`src/rtl/xoodoo_pkg.sv`:
```
// Shared types and constants for the Xoodoo permutation unit.
// Self-contained; imported by xoodoo_stage and xoodoo_permutation_unit.
`default_nettype none

package xoodoo_pkg;

   localparam int unsigned LANE_WIDTH = 32;
   localparam int unsigned LANE_COUNT = 12;
   localparam int unsigned ROUND_TOTAL = 12;

   typedef logic [LANE_WIDTH-1:0] lane_type;
   typedef lane_type [LANE_COUNT-1:0] state_type;

   // Wide enough for a round index 0..11 and for the value twelve.
   typedef logic [3:0] round_idx_type;

   // Control that travels alongside the state from one stage to the next.
   typedef struct packed {
      logic          valid;
      round_idx_type first_round;
   } stage_ctl_type;

   localparam round_idx_type ROUND_LIMIT = round_idx_type'(ROUND_TOTAL);

   // Published round constants, first round first.
   localparam lane_type RC_TABLE [ROUND_TOTAL] = '{
      32'h0000_0058, 32'h0000_0038, 32'h0000_03C0, 32'h0000_00D0,
      32'h0000_0120, 32'h0000_0014, 32'h0000_0060, 32'h0000_002C,
      32'h0000_0380, 32'h0000_00F0, 32'h0000_01A0, 32'h0000_0012
   };

endpackage : xoodoo_pkg

`default_nettype wire

```
`src/rtl/xoodoo_stage.sv`:
```
// One Xoodoo pipeline stage: a single round or a pass-through, and its register.
// Depends on xoodoo_pkg.
`default_nettype none

module xoodoo_stage (
   input  logic                      clock,
   input  logic                      reset,
   input  xoodoo_pkg::round_idx_type round_index,
   input  xoodoo_pkg::stage_ctl_type up_ctl,
   input  xoodoo_pkg::state_type     up_state,
   output logic                      up_ready,
   input  logic                      dn_ready,
   output xoodoo_pkg::stage_ctl_type dn_ctl,
   output xoodoo_pkg::state_type     dn_state
);
   import xoodoo_pkg::*;

   logic          valid_ff;
   logic          valid_in;
   round_idx_type first_ff;
   state_type     state_ff;
   state_type     state_in;

   lane_type      par [4];
   lane_type      eff [4];
   state_type     mixed;
   state_type     west;
   state_type     chied;
   state_type     rounded;
   logic          apply_round;

   always_comb begin
      for (int x = 0; x < 4; x++) begin
         par[x] = up_state[x] ^ up_state[x + 4] ^ up_state[x + 8];
      end
      for (int x = 0; x < 4; x++) begin
         eff[x] = {par[(x + 3) % 4][26:0], par[(x + 3) % 4][31:27]}
                ^ {par[(x + 3) % 4][17:0], par[(x + 3) % 4][31:18]};
      end
      for (int x = 0; x < 4; x++) begin
         for (int y = 0; y < 3; y++) begin
            mixed[4 * y + x] = up_state[4 * y + x] ^ eff[x];
         end
      end
      for (int x = 0; x < 4; x++) begin
         west[x]     = mixed[x];
         west[4 + x] = mixed[4 + ((x + 3) % 4)];
         west[8 + x] = {mixed[8 + x][20:0], mixed[8 + x][31:21]};
      end
      west[0] = west[0] ^ RC_TABLE[round_index];
      for (int x = 0; x < 4; x++) begin
         chied[x]     = west[x]     ^ (~west[4 + x] & west[8 + x]);
         chied[4 + x] = west[4 + x] ^ (~west[8 + x] & west[x]);
         chied[8 + x] = west[8 + x] ^ (~west[x]     & west[4 + x]);
      end
      for (int x = 0; x < 4; x++) begin
         rounded[x]     = chied[x];
         rounded[4 + x] = {chied[4 + x][30:0], chied[4 + x][31]};
         rounded[8 + x] = {chied[8 + ((x + 2) % 4)][23:0],
                           chied[8 + ((x + 2) % 4)][31:24]};
      end
   end

   // Rounds before the transaction's first round pass the state through.
   assign apply_round = (round_index >= up_ctl.first_round);
   assign state_in    = apply_round ? rounded : up_state;
   assign up_ready    = !valid_ff || dn_ready;
   assign valid_in    = up_ready ? up_ctl.valid : valid_ff;

   always_ff @(posedge clock) begin
      if (reset) begin
         valid_ff <= 1'b0;
      end else begin
         valid_ff <= valid_in;
      end
   end

   always_ff @(posedge clock) begin
      if (up_ready && up_ctl.valid) begin
         state_ff <= state_in;
         first_ff <= up_ctl.first_round;
      end
   end

   assign dn_ctl   = '{valid: valid_ff, first_round: first_ff};
   assign dn_state = state_ff;

endmodule : xoodoo_stage

`default_nettype wire

```
`config.mk`:
```
export PLATFORM = sky130hd
export DESIGN_NAME = xoodoo_stage
export DESIGN_NICKNAME = d
export VERILOG_FILES = /design/src/rtl/xoodoo_pkg.sv /design/src/rtl/xoodoo_stage.sv
export SDC_FILE = /design/constraint.sdc
export NUM_CORES = 1
export LEC_CHECK = 0
export BUFFER_PORTS_ARGS = -buffer_cell sky130_fd_sc_hd__clkbuf_2
export CORE_AREA = 5 5 306 308
export DETAILED_ROUTE_END_ITERATION = 8
export DIE_AREA = 0 0 311 313
export GPL_TIMING_DRIVEN = 0
export MAX_ROUTING_LAYER = met4
export PLACE_DENSITY_LB_ADDON = 0.08
export SLEW_MARGIN = 10
export SYNTH_ARGS = -nofsm -noshare
export SYNTH_HDL_FRONTEND = slang
export SYNTH_SLANG_ARGS = --single-unit
```
`constraint.sdc`:
```
create_clock -name clock -period 12.1 [get_ports clock]
set_input_delay 0.605 -clock clock [delete_from_list [all_inputs] [get_ports clock]]
set_output_delay 0.605 -clock clock [all_outputs]
set_load 0.01 [all_outputs]
```
## Yosys cells after proc, flatten, opt, wreduce, memory -nomap -nowiden

Memory sizes are Yosys's and may differ from the RTL's.
Index checks and enable logic that the tools add are counted.

| operators by class | value |
|---|---|
| bitwise logic cells | 62 |
| mux-type cells | 3 |
| magnitude comparators | 2 |
| reduce and logical (&&, ||, !) cells | 3 |

Operators with widths:

| operator | number |
|---|---|
| bitwise XOR 32 bit | 37 |
| AND 32 bit | 12 |
| 2-to-1 mux 384 bit | 1 |
| NOT 32 bit | 12 |
| 2-to-1 mux 32 bit | 2 |
| greater-or-equal comparator 5 bit (second input constant) | 1 |
| NOT 4 -> 5 bit | 1 |
| greater-or-equal comparator 4 bit | 1 |
| logical AND 1 bit | 1 |
| logical NOT 1 bit | 1 |
| logical OR 1 bit | 1 |

| word-level totals | value |
|---|---|
| logic and storage cells | 85 |
| output and inout bits | 390 |
| register bits after elaboration | 389 |
| bits in read-only memories | 512 |
| memories | 1 |
| input bits | 396 |

Memories:

| memory | depth | bits a word | read ports | clocked after memory_dff | wr ports | RTL line | source |
|---|---|---|---|---|---|---|---|
| (name not given) | 16 | 32 | 1 | 0 | 0 | xoodoo_stage.sv:50 | `west[0] = west[0] ^ RC_TABLE[round_index];` |

## Longest topological paths before layout

Gate-level depths: netlist of run 1.

| logic depth | value |
|---|---|
| depth in word-level cells | 9 |
| mapped depth | 11 |
| depth with buffers taken out | 8 |

## Worst setup path after synthesis of run 1

OpenSTA, ideal clock, no wires.

| timing path | value |
|---|---|
| path type | input-to-reg |
| from | in dn_ready |
| to | reg state_ff, in the netlist dn_state[0], enable pin |
| setup slack | 1684 ps |
| setup time | 802 ps |
| arrival time | 9613 ps |
| stages | 2 |
| path buffers | 0 |
| required time | 11298 ps |
| cell sequence | nand2b_1 > and2_1 |

| between the ends | value |
|---|---|
| word-level cells in the longest chain between the ends | 2 |

RTL lines:

| element | RTL line | source |
|---|---|---|
| from (decl) | xoodoo_stage.sv:12 | `input logic dn_ready,` |
| logical OR 1 bit | xoodoo_stage.sv:67 | `assign up_ready = !valid_ff \|\| dn_ready;` |
| logical AND 1 bit | xoodoo_stage.sv:79 | `if (up_ready && up_ctl.valid) begin` |
| to (signal assigned) | xoodoo_stage.sv:80 | `state_ff <= state_in;` |
| to (decl) | xoodoo_stage.sv:21 | `state_type state_ff;` |

No other way between the ends.
A chain may end at the register's enable or synchronous reset.

==> metrics.txt, run 1 <==
Crit. End Element register; status finished, final reports clean; CTS root buf clkbuf_16; Syn Nets 3096; largest net degree at the start of global routing 70; RSZ-0062 raised after global routing false; floorplan core area 90800 µm²; critical path cell sequence clkbuf_2, inv_1, ha_1, nand2b_1, a21o_1, a21o_1, a21oi_4, clkbuf_1, clkbuf_1, o21ai_0; FF-to-FF path depth 5; dpl hpwl around 170 mm; post-synthesis sequential area ratio 0.357; Mapped Avg Cell Area 12.1 µm²; Cell Rows 111; min Tclk post-route 4.27 ns; slowest stage cell, crit path clkbuf_1; Critical path origin round_index[0]; drt initial violations around 3.5k; final clock skew roughly 0.033 ns; CP required 12.31 ns; CTS sink cnt 389; Flop pwr share 0.250; antenna violations before repair 41; Pleak roughly 0.018 µW; achievable clock frequency approximately 230 MHz; total global-route track usage 0.399; die area ~97000 µm²; Top FF cell, synth edfxtp_1; total power between 7000 and 8000 µW; H-tree levels 2; first-pass GRT wire length 249 mm; Die Ht 313 µm; Internal Power 4320 µW; sw power 3590 µW; VDD IR max roughly 0.094 mV; vias per cell 5.50; hold-fix buffers at CTS 0; Comb power frac 0.592; Final Hold Viols 0; Layout fillers ~8.7k; IO Port Bufs 785; worst slew pin tran 1.14 ns; R2R setup slack 9.69 ns; CTS buffer count 43; synth warn 0; remaining global-route overflow 0; top cells by area in the synthesized netlist edfxtp_1, xor3_1, xnor2_1; Crit Reg-Reg Startpoint valid_ff; clock share of power 0.157; Yosys cell types 38; Slew headroom 0.242; Final Wtd Congestion 1.02; drt first pass iters 9; Synth Instances 2689; Synth-to-Final Area Change 21.2%; Switching Share 0.454; startpoint class of the critical path input port; R2R Path End dn_state[317]; Post-synth EDFFs 388; Routed WL between 150 and 200 mm; CP arrival 4.47 ns; sequential cell area between 10000 and 15000 µm²; Crit path largest cell delay approximately 0.76 ns; vias in the first global route 25.7k; Yosys reg bits 389; clk buf depth 3; crit path max fanout 10; top-area cell type share of the netlist area 0.357; crit share post-route 0.353; pwr/cell area around 200 nW/µm²; CTS resizes 0; area occupied by multi-input gates approximately 21000 µm²; clk_lat worst skew 0.63 ns; vias post-DR 26.3k; crit path capture dn_state[297]; Post-synth top cells nand2_1, xnor2_1, edfxtp_1; Ports 786; Synth area leader edfxtp_1; initial core utilization 0.360; Hold/Removal Path Class in2reg; Setup Fix Bufs, Post-CTS 0; final core utilization 0.436; setup TNS 0 ns; critical path class in2reg; Worst-path clk slew 0.06 ns; share of cells above drive strength 1 0.266; Avg WL per Cell slightly above 40 µm; cell with the most instances after synthesis nand2_1; antenna-violating nets left 0; max_cap viols 0; die width 311 µm; max-slew violations 0; Remaining DRCs 0; CTS tree yes; Final nets 3932; Post-synth ARST share 0; cell area after synthesis ~33000 µm²; endpoints failing setup 0
[critical path: cells and delay by family]
| family | cells | cell delay (ns) |
|---|---|---|
| buf+inv | 4 | 1.73 |
| simple gates | 1 | 0.14 |
| fa+ha+maj | 1 | 0.30 |
| compound gates | 4 | 1.64 |
[kinds of logic (layout without fill, tap and decap cells)]
family / Yosys count / after routing / share of synthesized area
other: 0 / 29 / 0
muxes: 2 / 2 / 0.000651
xor gates and xnor gates: 1145 / 1145 / 0.483
and+or+nand+nor: 786 / 786 / 0.102
DFF: 389 / 389 / 0.357
buffers and inverters: 81 / 949 / 0.00984
adders and majority gates: 11 / 11 / 0.00421
AOI/OAI and AO/OA: 275 / 275 / 0.0430
[metrics by stage]
stage,instances,area [µm²],setup WS [ns],hold slack [ns]
floorplan,2689,32700,1.68,0.549
global placement,4660,38100,-1.57,0.498
finish,4772,39600,7.83,0.162
global route,4768,39600,7.91,0.153
detailed placement,4666,38200,7.29,0.542
CTS,4743,39500,7.93,0.133
[flip-flops by register name, summed over array words and instances, names as in the netlist]
signal / count
first_ff: 4
valid_ff: 1
dn_state: 384
[power by group through the flow]
stage                     Sequential (µW)  Combinational, µW  Clock [µW]
after floorplan                      2140               2590           0
after global placement               2040               4550           0
after detailed placement             2000               4550           0
after CTS                            1980               4590        1270
after global routing                 2000               4790        1310
final                                1980               4680        1240
[cells in the final DEF (no fill, tap or decap), types with 7 or more instances in the layout]
cell type	instances
clkbuf_2	785
nand2_1	508
xnor2_1	482
edfxtp_1	388
xor2_1	263
o21ai_0	244
xor3_1	233
nor2_1	137
nor2b_1	128
xnor3_1	92
clkbuf_1	58
xnor3_2	45
clkbuf_16	44
diode_2	29
xnor2_2	16
buf_1	14
o21ai_1	13
buf_2	11
ha_1	11
a21oi_1	10
inv_1	7
clkinv_2	7
clkinv_1	7
[worst min path at each step]
stage | from | end | slack (ns) | cells past startpoint
floorplan | valid_ff | valid_ff | 0.55 | 2
global placement | valid_ff | valid_ff | 0.50 | 2
detailed placement | valid_ff | valid_ff | 0.54 | 2
CTS | reset | valid_ff | 0.13 | 2
global route | reset | valid_ff | 0.15 | 2
finish | reset | valid_ff | 0.16 | 2
[routing by layer]
metal,global-route usage,routed length [µm]
met3,0.0729,16600
met5,-,0
met2,0.638,91500
met1,0.510,78400
met4,0.150,9110
[final cells by class]
| type | instances | area share |
|---|---|---|
| buffer | 74 | 0.00746 |
| clock inverter | 23 | 0.00363 |
| timing repair buffer | 791 | 0.103 |
| inverter | 7 | 0.000663 |
| sequential | 389 | 0.295 |
| multi-input combinational | 2219 | 0.522 |
| clock buffer | 54 | 0.0287 |
| tap | 1186 | 0.0375 |
| antenna | 29 | 0.00183 |
Note: power is estimated with default switching activity, not from simulation.
==> inputs of run 2 (changes only) <==
--- a/config.mk
+++ b/config.mk
@@ -6,9 +6,9 @@
 export NUM_CORES = 1
 export LEC_CHECK = 0
 export BUFFER_PORTS_ARGS = -buffer_cell sky130_fd_sc_hd__clkbuf_2
-export CORE_AREA = 5 5 306 308
+export CORE_AREA = 5 5 303 305
 export DETAILED_ROUTE_END_ITERATION = 8
-export DIE_AREA = 0 0 311 313
+export DIE_AREA = 0 0 308 310
 export GPL_TIMING_DRIVEN = 0
 export MAX_ROUTING_LAYER = met4
 export PLACE_DENSITY_LB_ADDON = 0.08
==> constraint.sdc (replaced) <==
create_clock -name clock -period 3.84 [get_ports clock]
set_input_delay 0.192 -clock clock [delete_from_list [all_inputs] [get_ports clock]]
set_output_delay 0.192 -clock clock [all_outputs]
set_load 0.01 [all_outputs]
==> run 2 against run 1 <==
Compared with the run above: the flow now finishes with violations (setup timing); highest routed layer unchanged; largest power group unchanged; largest cell class unchanged; worst hold slack got worse by 0.15 ns; combinational power grew to 3.2 times the previous value; clock skew up 0.011 ns; clock power rose to 3.2 times the previous value; critical endpoint is now dn_state[95]; non-clock buffer count up 137.
==> metrics.txt, run 2 (synthesis gave the netlist of run 1 again) <==
status finished with violations; failing checks setup timing; met1 Resource Use GR 0.509 (-0.000770); H-tree levels 2 (unchanged); Buf+Inv Stages, Crit Path 6 (+2); clk_lat worst skew 0.63 ns (about the same); pwr/cell area 613 nW/µm² (+210%); crit share post-route 1.02; CTS sink cnt 389 (unchanged); VDD IR max 0.313 mV (+230%); CTS resizes 0 (unchanged); max_cap viols 0 (unchanged); RSZ-0062 raised after global routing false; drt first pass iters 6 (-3); sequential cell area 11700 µm² (unchanged); Remaining DRCs 0 (unchanged); crit path max fanout 10 (unchanged); startpoint class of the critical path input port; Final Wtd Congestion 1.04 (+2.4%); Final nets 4068 (+3.5%); initial core utilization 0.367 (+0.00720); slowest stage cell, crit path clkbuf_1; Slew headroom 0.231 (-0.0110); achievable clock frequency roughly 250 MHz; Die Ht 310 µm (-0.96%); remaining global-route overflow 0 (unchanged); endpoints failing setup 2 (+2); CP top delay family buffers and inverters; most frequent cells in the layout clkbuf_2, nand2_1, xnor2_1; final clock skew 0.0437 ns (+0.0105 ns); vias per cell 5.50 (about the same); dpl hpwl 166 mm (-1.6%); CTS root buf clkbuf_16; Avg WL per Cell 39.6 µm (-3.5%); share of cells above drive strength 1 0.255 (-0.0103); clk buf depth 3 (unchanged); Crit path largest cell delay 0.91 ns (+0.15 ns); vias post-DR 27.0k (+2.9%); first-pass GRT wire length 244 mm (-1.9%); met3 Use GR 0.0785 (+0.00555); antenna violations before repair 46 (+12%); Largest register FFs 384 (unchanged); vias in the first global route 25.6k (-0.24%); critical path class in2reg; Worst-path clk slew 0.06 ns (about the same); most frequent CP cell a21o_1; Cell Rows 110 (-0.90%); Final Hold Viols 0 (unchanged); die area 95500 µm² (-1.9%); drt initial violations 3759 (+7.6%); Routed WL 194 mm (-0.80%); Ports 786 (unchanged); min Tclk post-route 3.94 ns; largest net degree at the start of global routing 70 (unchanged); GR peak layer met2; grt met2 use 0.636 (-0.00153); area occupied by multi-input gates 20700 µm² (unchanged); CTS tree yes; CP arrival 4.27 ns (-0.20 ns); Hold/Removal Path Class in2reg; max-slew violations 0 (unchanged); Layout fillers 8363 (-3.8%); most common cell after layout, fill and taps aside clkbuf_2; critical path cell sequence dlygate4sd3_1, clkbuf_2, inv_1, ha_1, a21o_1, a21o_1, buf_2, buf_1, clkbuf_1, nand2_1, xnor2_1; final core utilization 0.460 (+0.0242); total global-route track usage 0.402 (+0.00341); die width 308 µm (-0.96%); floorplan core area 89000 µm² (-2.0%); Crit. End Element register; setup TNS -0.117 ns (-0.117 ns); CTS buffer count 42 (-2.3%); Synth-to-Final Area Change 25.4%; worst slew pin tran 1.15 ns (+0.0164 ns); CP required 4.17 ns (-8.14 ns); IO Port Bufs 785 (unchanged); Pleak 0.0186 µW (+3.2%); setup ws final -0.0950 ns (-7.93 ns); antenna-violating nets left 0 (unchanged)
## run 2: cell count changes in the layout (fill, tap and decap cells not counted), moves of 2 or more
cell,before,now
diode_2,29,39
dlygate4sd3_1,0,137
clkinv_4,3,0
clkbuf_16,44,42
bufinv_16,0,2
## run 2: metal layers
| layer | routed length, µm | vias to the layer above |
|---|---|---|
| met4 | 10400 | 0 |
| met5 | 0 | - |
| li1 | - | 11103 |
| met3 | 18300 | 325 |
| met1 | 75800 | 13674 |
| met2 | 89600 | 1905 |
## run 2: area by class of cell
| class | count | share of cell area |
|---|---|---|
| Clock inverter | 23 | 0.00452 |
| Clock buffer | 52 | 0.0268 |
| Antenna cell | 39 | 0.00238 |
| Tap cell | 1176 | 0.0359 |
| Multi-Input combinational cell | 2219 | 0.505 |
| Timing Repair Buffer | 928 | 0.133 |
| Sequential cell | 389 | 0.285 |
| Inverter | 7 | 0.000641 |
| Buffer | 74 | 0.00721 |
## run 2: metrics by stage
| stage | power, µW | std cells | setup slack [ns] | cell area, µm² | hold slack (ns) |
|---|---|---|---|---|---|
| floorplan | 14800 | 2689 | 0.215 | 32700 | 0.261 |
| global placement | 20700 | 4650 | -0.848 | 38100 | 0.351 |
| detailed placement | 20700 | 4656 | -0.466 | 38200 | 0.379 |
| CTS | 24800 | 4868 | 0.0583 | 40900 | 0.00139 |
| global route | 25700 | 4901 | 0.0284 | 41000 | 0.00395 |
| finish | 25100 | 4907 | -0.0950 | 41000 | 0.0128 |
## run 2: worst register-to-register path: stages (launching register included)
cell and delay, ns:
dfxtp_1 0.31, nand2b_1 0.12, and2_4 0.63, buf_16 0.35
buf_16 0.38, buf_16 0.38
## run 2: timing repair
action,4_1_cts,5_1_grt
setup endpoints to repair,0,0
hold endpoints to repair,136,0
hold buffers,137,0
buffers inserted,0,0
## run 2: worst paths after layout
path,from,to,slack [ns],depth (start not counted)
worst min register to register,valid_ff,dn_state[162],1.07,2
worst min-delay path,up_state[203],dn_state[203],0.01,3
worst max register to register,valid_ff,dn_state[227],1.32,5
worst max-delay path,up_ctl[2],dn_state[95],-0.1,11
## run 2: power breakdown
| part | switching, µW | internal [µW] |
|---|---|---|
| clock | 1760 | 2170 |
| combinational | 9290 | 5640 |
| sequential | 317 | 5940 |
